## src/hw/rtl/double_ended_queue_core_assert.svh

```systemverilog
// ----------------------------------------------------------------------------
// double_ended_queue_core_assert.svh
// Assertion macros for the deque core. Clock clk, reset arst_n.
// ----------------------------------------------------------------------------
`ifndef DOUBLE_ENDED_QUEUE_CORE_ASSERT_SVH
`define DOUBLE_ENDED_QUEUE_CORE_ASSERT_SVH

// same-cycle implication
`define DQC_ASSERT_NOW(lbl, ante, cons, msg) \
	lbl: assert property (@(posedge clk) disable iff (!arst_n) (ante) |-> (cons)) \
		else $error(msg);

// next-cycle implication
`define DQC_ASSERT_NXT(lbl, ante, cons, msg) \
	lbl: assert property (@(posedge clk) disable iff (!arst_n) (ante) |=> (cons)) \
		else $error(msg);

`endif

```

## src/hw/rtl/dqc_pkg.sv

```systemverilog
`timescale 1ns / 1ps
// ----------------------------------------------------------------------------
// dqc_pkg
// Types and constants shared by the deque core and its interfaces.
// ----------------------------------------------------------------------------
package dqc_pkg;

	localparam int DEPTH  = 16;
	localparam int IDX_W  = (DEPTH > 1) ? $clog2(DEPTH) : 1;
	localparam int CNT_W  = $clog2(DEPTH + 1);
	localparam int DATA_W = 32;
	localparam int OCC_W  = 5;

	typedef logic [IDX_W-1:0] idx_t;
	typedef logic [CNT_W-1:0] cnt_t;
	typedef logic [OCC_W-1:0] occ_t;

	typedef enum logic [1:0] {
		OP_PUSH_REAR  = 2'd0,
		OP_PUSH_FRONT = 2'd1,
		OP_POP_REAR   = 2'd2,
		OP_POP_FRONT  = 2'd3
	} op_t;

	typedef enum logic [1:0] {
		ST_DONE  = 2'd0,
		ST_EMPTY = 2'd1,
		ST_FULL  = 2'd2
	} status_t;

	localparam idx_t IDX_LAST = idx_t'(DEPTH - 1);
	localparam cnt_t CNT_FULL = cnt_t'(DEPTH);

	function automatic idx_t ring_next(idx_t i);
		return (i == IDX_LAST) ? '0 : idx_t'(i + 1'b1);
	endfunction

	function automatic idx_t ring_prev(idx_t i);
		return (i == '0) ? IDX_LAST : idx_t'(i - 1'b1);
	endfunction

endpackage

```

## src/hw/rtl/dqc_if.sv

```systemverilog
`timescale 1ns / 1ps
// ----------------------------------------------------------------------------
// dqc_if
// Request and response channels of the deque core: valid/ready plus payload.
// ----------------------------------------------------------------------------
interface dqc_req_if;
	logic               valid;
	logic               ready;
	dqc_pkg::op_t       opcode;
	logic signed [31:0] value;

	modport source (output valid, output opcode, output value, input ready);
	modport sink   (input valid, input opcode, input value, output ready);
endinterface

interface dqc_rsp_if;
	logic                valid;
	logic                ready;
	logic signed [31:0]  popped_value;
	dqc_pkg::status_t    status;
	logic [4:0]          occupancy;

	modport source (output valid, output popped_value, output status,
		output occupancy, input ready);
	modport sink   (input valid, input popped_value, input status,
		input occupancy, output ready);
endinterface

```

## src/hw/rtl/dqc_ram.sv

```systemverilog
`timescale 1ns / 1ps
// ----------------------------------------------------------------------------
// dqc_ram
// Single-port synchronous RAM with registered read data.
// ----------------------------------------------------------------------------
module dqc_ram #(
	parameter int ADDR_W = 4,
	parameter int DATA_W = 32
) (
	input  logic              clk,
	input  logic              en,
	input  logic              we,
	input  logic [ADDR_W-1:0] addr,
	input  logic [DATA_W-1:0] wdata,
	output logic [DATA_W-1:0] rdata
);

	logic [DATA_W-1:0] mem [2**ADDR_W];
	logic [DATA_W-1:0] rdata_q;

	always_ff @(posedge clk) begin
		if (en) begin
			if (we) begin
				mem[addr] <= wdata;
			end else begin
				rdata_q <= mem[addr];
			end
		end
	end

	assign rdata = rdata_q;

endmodule

```

## src/hw/rtl/double_ended_queue_core.sv

```systemverilog
`timescale 1ns / 1ps
// ----------------------------------------------------------------------------
// double_ended_queue_core
// Deque of signed 32-bit words in a ring buffer RAM with front/rear pointers.
// ----------------------------------------------------------------------------
//  channel | dir | payload                              | transfer when
//  req     | in  | opcode, value                        | req.valid & req.ready
//  rsp     | out | popped_value, status, occupancy      | rsp.valid & rsp.ready
//
//  One request per cycle sustained while rsp does not stall; each result
//  passes through the RAM read stage, then the output register.
//  Pointers and count update at the request transfer, so the RAM port is the
//  only shared resource and each request uses it at most once.
//  Reset clears pointers, count and valids; RAM contents are left as is.
//  A stall on rsp backs up through the read stage into req.ready.
// ----------------------------------------------------------------------------
module double_ended_queue_core (
	input  logic   clk,
	input  logic   arst_n,
	dqc_req_if.sink   req,
	dqc_rsp_if.source rsp
);
	import dqc_pkg::*;

	idx_t front_q, rear_q, front_d, rear_d;
	cnt_t count_q, count_d;

	logic    accept;
	logic    full, empty;
	logic    ram_en, ram_we;
	idx_t    ram_addr;
	logic [DATA_W-1:0] ram_rdata;
	logic    pop_ok;
	status_t status_d;

	logic    valid_s1;
	logic    pop_s1;
	status_t status_s1;
	occ_t    occ_s1;

	logic    out_valid_q;
	logic [DATA_W-1:0] out_value_q;
	status_t out_status_q;
	occ_t    out_occ_q;

	logic out_load;

	assign out_load  = valid_s1 && (!out_valid_q || rsp.ready);
	assign req.ready = !valid_s1 || !out_valid_q || rsp.ready;
	assign accept    = req.valid && req.ready;

	assign full  = (count_q == CNT_FULL);
	assign empty = (count_q == '0);

	always_comb begin
		front_d  = front_q;
		rear_d   = rear_q;
		count_d  = count_q;
		ram_en   = 1'b0;
		ram_we   = 1'b0;
		ram_addr = rear_q;
		pop_ok   = 1'b0;
		status_d = ST_DONE;
		case (req.opcode)
			OP_PUSH_REAR: begin
				if (full) begin
					status_d = ST_FULL;
				end else begin
					ram_en   = 1'b1;
					ram_we   = 1'b1;
					ram_addr = rear_q;
					rear_d   = ring_next(rear_q);
					count_d  = cnt_t'(count_q + 1'b1);
				end
			end
			OP_PUSH_FRONT: begin
				if (full) begin
					status_d = ST_FULL;
				end else begin
					ram_en   = 1'b1;
					ram_we   = 1'b1;
					ram_addr = ring_prev(front_q);
					front_d  = ring_prev(front_q);
					count_d  = cnt_t'(count_q + 1'b1);
				end
			end
			OP_POP_REAR: begin
				if (empty) begin
					status_d = ST_EMPTY;
				end else begin
					ram_en   = 1'b1;
					pop_ok   = 1'b1;
					ram_addr = ring_prev(rear_q);
					rear_d   = ring_prev(rear_q);
					count_d  = cnt_t'(count_q - 1'b1);
				end
			end
			OP_POP_FRONT: begin
				if (empty) begin
					status_d = ST_EMPTY;
				end else begin
					ram_en   = 1'b1;
					pop_ok   = 1'b1;
					ram_addr = front_q;
					front_d  = ring_next(front_q);
					count_d  = cnt_t'(count_q - 1'b1);
				end
			end
			default: begin
				status_d = ST_DONE;
			end
		endcase
	end

	dqc_ram #(
		.ADDR_W (IDX_W),
		.DATA_W (DATA_W)
	) u_ram (
		.clk   (clk),
		.en    (accept && ram_en),
		.we    (ram_we),
		.addr  (ram_addr),
		.wdata (req.value),
		.rdata (ram_rdata)
	);

	always_ff @(posedge clk or negedge arst_n) begin
		if (!arst_n) begin
			front_q <= '0;
			rear_q  <= '0;
			count_q <= '0;
		end else if (accept) begin
			front_q <= front_d;
			rear_q  <= rear_d;
			count_q <= count_d;
		end
	end

	// read stage: RAM data lands here in the cycle after the transfer
	always_ff @(posedge clk or negedge arst_n) begin
		if (!arst_n) begin
			valid_s1 <= 1'b0;
		end else if (req.ready) begin
			valid_s1 <= req.valid;
		end
	end

	always_ff @(posedge clk) begin
		if (accept) begin
			pop_s1    <= pop_ok;
			status_s1 <= status_d;
			occ_s1    <= occ_t'(count_d);
		end
	end

	always_ff @(posedge clk or negedge arst_n) begin
		if (!arst_n) begin
			out_valid_q <= 1'b0;
		end else if (out_load) begin
			out_valid_q <= 1'b1;
		end else if (rsp.ready) begin
			out_valid_q <= 1'b0;
		end
	end

	always_ff @(posedge clk) begin
		if (out_load) begin
			out_value_q  <= pop_s1 ? ram_rdata : '0;
			out_status_q <= status_s1;
			out_occ_q    <= occ_s1;
		end
	end

	assign rsp.valid        = out_valid_q;
	assign rsp.popped_value = out_value_q;
	assign rsp.status       = out_status_q;
	assign rsp.occupancy    = out_occ_q;

	`include "double_ended_queue_core_assert.svh"

	`DQC_ASSERT_NOW(a_count_range, 1'b1, count_q <= CNT_FULL, "count above depth")
	`DQC_ASSERT_NOW(a_ptr_meet, (count_q == '0) || (count_q == CNT_FULL), front_q == rear_q, "pointers disagree with count")
	`DQC_ASSERT_NXT(a_accept_s1, accept, valid_s1, "accepted request lost before read stage")
	`DQC_ASSERT_NOW(a_full_occ, rsp.valid && (rsp.status == ST_FULL), rsp.occupancy == occ_t'(DEPTH), "full status with wrong occupancy")

endmodule
```

## src/flat_wrapper.sv

```systemverilog
// flat-port wrapper written by rule: the top's interface ports become plain ports
module double_ended_queue_core_flat import dqc_pkg::*;
  (clk, arst_n, req_valid, req_opcode, req_value, req_ready, rsp_valid, rsp_popped_value, rsp_status, rsp_occupancy, rsp_ready);
  dqc_req_if req_i ();
  dqc_rsp_if rsp_i ();
  input  logic clk;
  input  logic arst_n;
  input wire logic [$bits(req_i.valid)-1:0] req_valid;
  input wire logic [$bits(req_i.opcode)-1:0] req_opcode;
  input wire logic [$bits(req_i.value)-1:0] req_value;
  output wire logic [$bits(req_i.ready)-1:0] req_ready;
  output wire logic [$bits(rsp_i.valid)-1:0] rsp_valid;
  output wire logic [$bits(rsp_i.popped_value)-1:0] rsp_popped_value;
  output wire logic [$bits(rsp_i.status)-1:0] rsp_status;
  output wire logic [$bits(rsp_i.occupancy)-1:0] rsp_occupancy;
  input wire logic [$bits(rsp_i.ready)-1:0] rsp_ready;
  assign req_i.valid = req_valid;
  assign req_i.opcode = req_opcode;
  assign req_i.value = req_value;
  assign req_ready = req_i.ready;
  assign rsp_valid = rsp_i.valid;
  assign rsp_popped_value = rsp_i.popped_value;
  assign rsp_status = rsp_i.status;
  assign rsp_occupancy = rsp_i.occupancy;
  assign rsp_i.ready = rsp_ready;
  double_ended_queue_core u_core (.clk(clk), .arst_n(arst_n), .req(req_i), .rsp(rsp_i));
endmodule
```

## config.mk

```make
export PLATFORM = sky130hd
export DESIGN_NAME = double_ended_queue_core_flat
export DESIGN_NICKNAME = d
export VERILOG_FILES = /design/src/hw/rtl/dqc_pkg.sv /design/src/hw/rtl/dqc_if.sv /design/src/hw/rtl/dqc_ram.sv /design/src/hw/rtl/double_ended_queue_core.sv /design/src/flat_wrapper.sv
export VERILOG_INCLUDE_DIRS = /design/src /design/src/hw/rtl
export SDC_FILE = /design/constraint.sdc
export NUM_CORES = 1
export LEC_CHECK = 0
export BUFFER_PORTS_ARGS = -buffer_cell sky130_fd_sc_hd__buf_2
export CAP_MARGIN = 0
export CELL_PAD_IN_SITES_DETAIL_PLACEMENT = 2
export CELL_PAD_IN_SITES_GLOBAL_PLACEMENT = 2
export CORE_AREA = 2 2 222 224
export DETAILED_ROUTE_END_ITERATION = 10
export DIE_AREA = 0 0 224 226
export PLACE_DENSITY = 0.75
export SETUP_SLACK_MARGIN = 0.1
export SLEW_MARGIN = 20
export SYNTH_ARGS = -nofsm -noshare
export SYNTH_HDL_FRONTEND = slang
export SYNTH_SLANG_ARGS = --single-unit
export TNS_END_PERCENT = 5
```

## constraint.sdc

```tcl
create_clock -name clk -period 10.25 [get_ports clk]
set_input_delay 1.5375 -clock clk [delete_from_list [all_inputs] [get_ports clk]]
set_output_delay 1.5375 -clock clk [all_outputs]
set_load 0.02 [all_outputs]
```

==> results of run 1 <==
## critical path, delay by kind of cell, from the launching register on
kind	cells	cell delay [ns]
buffers and inverters	4	1.52
DFF	1	0.46
adders and majority gates	1	0.28
and+or+nand+nor	4	2.15
AOI/OAI and AO/OA	2	0.76
## flip-flops by register name, summed over array words and instances (netlist names)
register	flops
u_core.rsp.popped_value	32
u_core.u_ram.rdata	32
u_core.rsp.occupancy	5
u_core.rear_q	4
u_core.valid_s1	1
u_core.status_s1	2
u_core.rsp.status	2
u_core.rsp.valid	1
u_core.pop_s1	1
u_core.count_q	5
u_core.u_ram.mem	512
u_core.front_q	4
u_core.occ_s1	5
## synth_stat cells (2+ instances only)
master / count
edfxtp_1: 591
mux4_2: 124
a22oi_1: 64
nand2_1: 51
and2_1: 33
buf_2: 27
nor2_1: 21
clkbuf_1: 18
dfrtp_1: 15
inv_1: 14
a21oi_1: 13
nor3_1: 13
buf_6: 10
o21ai_0: 10
ha_1: 7
nand3_1: 6
and3_1: 5
mux4_1: 4
xnor2_1: 4
mux2_2: 3
mux2i_1: 3
nand2b_1: 3
nor2_2: 3
o31ai_1: 3
xor2_1: 3
a211oi_1: 2
a221oi_1: 2
a31oi_1: 2
a41oi_1: 2
buf_8: 2
nor3b_1: 2
o21ai_2: 2
o21ba_2: 2
o221a_2: 2
o221ai_1: 2
o22a_1: 2
o22ai_1: 2
## where the power goes
part	total [W]	switching, W	leakage (nW)	internal, W
clock network	0.00225	0.000960	0.959	0.00129
registers	0.00309	0.000132	5.55	0.00296
logic	0.00187	0.00115	2.05	0.000717
total	0.00721	0.00224	8.56	0.00497
## per-stage QoR
step	hold slack (ns)	power (W)	cells	worst slack [ns]
2_1_floorplan	0.4003	0.004334	1095	4.477
3_3_place_gp	0.4031	0.004829	1761	4.571
3_5_place_dp	0.4318	0.004975	1763	4.148
4_1_cts	0.4559	0.007273	1876	4.500
5_1_grt	0.4598	0.007450	1876	4.476
6_report	0.4450	0.007212	1876	4.650
## area by class of cell
cell class | count | area, um2
fill | 3989 | 21890
clock buffer | 89 | 1734
clock inverter | 24 | 237.7
multi-input combinational | 415 | 4892
sequential | 606 | 18120
tap | 622 | 778.2
inverter | 16 | 60.06
timing repair buffer | 104 | 629.4
## logic make-up after synthesis
family / Yosys count / synth area share (%)
buf+inv: 74 / 1.773
fa+ha+maj: 7 / 0.3760
simple gates: 147 / 3.255
flops: 606 / 77.81
mux: 134 / 12.72
compound gates: 120 / 3.809
xor+xnor: 7 / 0.2632
## layer usage
| layer | routed length (um) | global-route usage, % |
|---|---|---|
| met1 | 26620 | 35.24 |
| met2 | 36540 | 49.79 |
| met3 | 3832 | 4.254 |
| met4 | 2448 | 10.26 |
| met5 | 0 | 0 |
## worst paths after layout
check	from	end	cells past startpoint
min reg2reg	u_core.occ_s1[1]$_DFFE_PP_	u_core.rsp.occupancy[1]$_DFFE_PP_	0
min	u_core.occ_s1[1]$_DFFE_PP_	u_core.rsp.occupancy[1]$_DFFE_PP_	0
min in group asynchronous	arst_n	u_core.front_q[1]$_DFFE_PN0P_	1
max in group asynchronous	arst_n	u_core.count_q[3]$_DFFE_PN0P_	1
max reg2reg	u_core.count_q[0]$_DFFE_PN0P_	u_core.u_ram.mem[0][5]$_DFFE_PP_	11
max	u_core.count_q[0]$_DFFE_PN0P_	u_core.u_ram.mem[0][5]$_DFFE_PP_	11
==> qor.yml, run 1 <==
outcome: "complete, no violations"
cp-start-kind: "flop"
slew_viol_final: 0
drt_iter0_markers: 1048
fmax_ghz: 0.1786
maxCapViolations: 0
ys_top_cells_by_area: "edfxtp_1, mux4_2, a22oi_1"
syn_nets: 1140
yosys_warnings: 0
fin_util_pct: 54.72
layout-drive-gt1-share_pct: 27.83
rows: 81
area_growth_pct: 13.58
clk_latency_ns: 0.64
dpl_cell_area_mm2: 0.02446
core_mm2: 0.04834
grt_pass1_wl_mm: 98.58
crit_required_ns: 10.51
final-hold-violation-count: 0
cts_sinks: 606
nets: 1249
synthArstFlopShare_pct: 2.475
tightest_slew_ns: 1.112
n_antenna_cell: 0
slew_headroom_pct: 23.94
max_stage_delay_ns: 0.93
wire_per_inst_um: 37.02
final_common_cell: "edfxtp_1"
avgSynthCellArea_um2: 21.27
arrival_ns: 5.86
cts_resized: 0
final_cell_mix: "edfxtp_1, mux4_2, buf_2"
synth_top_area_share_pct: 76.20
finalClockSkew_ns: 0.02105
path_cells: "inv_1 -> ha_1 -> nor4b_2 -> nor4_1 -> o21ai_1 -> o221ai_1 -> nor2_4 -> buf_4 -> inv_1 -> nor3_2 -> buf_4"
regToRegSetupSlack_ns: 4.65
worstSetupEndpointType: "flop"
initial_core_util_pct: 48.18
antenna_found_initial: 0
ios: 79
synth_edf_count: 591
power.density_mw_per_mm2: 272.6
cts_root_buf: "clkbuf_16"
ys_ff_latch: 606
p_leak_nw: 8.561
fin_crit_sh_pct: 54.63
die_w_um: 224
setup_viol: 0
synthDistinctLibCells: 60
cts_setup_buffers: 0
grt_pass1_vias: 12936
grt_usage_pct: 28.09
grt_max_degree: 70
dieArea_mm2: 0.05062
hpwlAfterDp_mm: 40.52
critical_path_class: "flop to flop"
synth_area_mm2: 0.02329
die_h_um: 226
synth_top_area_cell: "edfxtp_1"
port_buffers: 78
slowest_stage: "nor4b_2"
cts_tree: "built"
rsz0062_at_grt: "false"
hold_class: "flop to flop"
drc: 0
clk_pin_slew_ns: 0.07
finalCriticalPeriod_ns: 5.600
vdd_drop_max_mv: 0.1967
overflow: 0
ant_nets: 0
ys.flop_type: "edfxtp_1"
final_area_mm2: 0.02645
cts-htree-levels: 2
setup_tns_ns: 0
vias: 11844
hold_buffers: 0
postRouteWirelength_mm: 69.44
cts_made_buffers: 61
cts_buffer_depth: 3
worstPathMaxFanout: 34
drt_first_pass_iters: 5
place_congestion: 0.7251
synth_cells: 1095
viasPerCell: 6.313
ys_seq_area_share_pct: 77.81
(Power assumes the default switching activity.)
==> run 2: changes to the inputs <==
Settings changed: CORE_AREA 2 2 222 224 to 2 2 234 236, DIE_AREA 0 0 224 226 to 0 0 236 238, PLACE_DENSITY 0.75 to 0.71.
Clock period 10.25 ns to 4.6 ns, I/O delays scaled along.
==> run 2 against run 1 <==
Against the previous run: combinational power up 120%; via count decreased by 1.7%; wire length down 6.4%; sequential cell count unchanged; clock power grew 130%; register-to-register slack worse by 4.2 ns; design area is 1.3% higher; core utilization down 4.6 points; hold slack worse by 0.41 ns; largest cell class unchanged; largest power group unchanged.
==> qor.yml, run 2 (same netlist as run 1, synthesis figures left out) <==
cpMostUsedCell: "inv_1"
cts_buffer_depth: 3
viasPerCell: 5.903
drc: 0
top_register: "u_core.u_ram.mem"
finalClockSkew_ns: 0.03066
arrival_ns: 4.41
dpl_cell_area_mm2: 0.02476
timing.final.ws_setup_ns: 0.4210
die_w_um: 236
port_buffers: 78
hpwlAfterDp_mm: 39.81
initial_core_util_pct: 43.54
worst-path-buf-inv: 4
clk_latency_ns: 0.60
grt_max_degree: 57
critical_path_class: "flop to flop"
place_ws_ns: 0.5282
dieArea_mm2: 0.05617
setup_viol: 0
worstSetupEndpointType: "flop"
vias: 11646
cts-htree-levels: 3
crit_required_ns: 4.83
nFillCells: 4638
maxCapViolations: 0
slew_viol_final: 0
slowest_stage: "or4b_4"
drt_iter0_markers: 890
place_congestion: 0.8078
nets: 1275
overflow: 0
fmax_ghz: 0.2393
hold_class: "input port to asynchronous set/reset pin"
fin_crit_sh_pct: 90.85
clk_pin_slew_ns: 0.06
largest_reg_flops: 512
cts_root_buf: "clkbuf_16"
die_h_um: 238
ios: 79
finalCriticalPeriod_ns: 4.179
core_mm2: 0.05350
cts_sinks: 606
drt_first_pass_iters: 5
power.density_mw_per_mm2: 599.1
vdd_drop_max_mv: 0.2976
wire_per_inst_um: 32.95
n_antenna_cell: 0
worstPathMaxFanout: 19
final_cell_mix: "edfxtp_1, mux4_2, buf_2"
cts_resized: 0
ant_nets: 0
holdWs_ns: 0.03201
final-hold-violation-count: 0
grt_pass1_vias: 13070
rows: 85
power_w: 0.01605
antenna_found_initial: 1
tightest_slew_ns: 0.9242
postRouteWirelength_mm: 65.01
cp-start-kind: "flop"
slew_headroom_pct: 38.24
area_growth_pct: 15.03
outcome: "complete, no violations"
cts_made_buffers: 68
setup_tns_ns: 0
final_area_mm2: 0.02679
grt_pass1_wl_mm: 95.00
path_cells: "inv_1 -> ha_1 -> or4b_4 -> nand2_8 -> inv_2 -> o311ai_2 -> o221ai_1 -> nor2_4 -> inv_1 -> nor3_2 -> buf_4"
cts_setup_buffers: 0
rsz0062_at_grt: "false"
critPathTopFamily: "simple AND/OR/NAND/NOR gates"
p_leak_nw: 8.709
grt_usage_pct: 23.80
max_stage_delay_ns: 0.61
final_common_cell: "edfxtp_1"
cts_tree: "built"
hold_buffers: 0
layout-drive-gt1-share_pct: 28.97
run 2: changes by cell type in the layout (fill, tap and decap cells not counted), sizes merged:
cell    delta
clkinv     +4
bufinv     -3
buf       +19
clkbuf     +3
run 2: area by class of cell:
class	instances	area, um2	area share [%]
Clock buffer	92	1866	6.963
Multi-Input combinational cell	415	4878	18.21
Inverter	16	60.06	0.2242
Sequential cell	606	18120	67.64
Tap cell	696	870.8	3.251
Timing Repair Buffer	123	828.3	3.092
Clock inverter	25	165.2	0.6165
run 2: worst paths after layout:
| check | start | end | slack (ns) | depth (start not counted) |
|---|---|---|---|---|
| hold / removal | arst_n | u_core.rear_q[0]$_DFFE_PN0P_ | 0.03 | 1 |
| max in group asynchronous | arst_n | u_core.front_q[0]$_DFFE_PN0P_ | 4.25 | 1 |
| setup reg to reg | u_core.count_q[0]$_DFFE_PN0P_ | u_core.u_ram.mem[12][17]$_DFFE_PP_ | 0.42 | 11 |
| setup / recovery | u_core.count_q[0]$_DFFE_PN0P_ | u_core.u_ram.mem[12][17]$_DFFE_PP_ | 0.42 | 11 |
| hold reg to reg | u_core.status_s1[1]$_SDFFCE_PN0P_ | u_core.rsp.status[1]$_DFFE_PP_ | 0.42 | 0 |
| min in group clk | req_valid | u_core.valid_s1$_DFFE_PN0N_ | 0.32 | 2 |
run 2: through the flow:
stage | util (%) | std cells
2_1_floorplan | - | 1095
3_3_place_gp | 46.28 | 1856
3_5_place_dp | 46.28 | 1856
4_1_cts | 50.08 | 1973
5_1_grt | 50.08 | 1973
6_report | 50.08 | 1973
run 2: metal layers:
layer	part of all wire [%]	vias to the layer above	GRT usage, %
li1	-	4820	-
met1	40	6376	29.56
met2	53	351	42.86
met3	4.1	99	3.586
met4	2.5	0	7.836
met5	0	-	0
run 2: where the power goes:
group / switching [W] / internal, W
Sequential: 0.000258 / 0.00660
Clock: 0.00216 / 0.00294
Combinational: 0.00243 / 0.00165
Total: 0.00485 / 0.0112
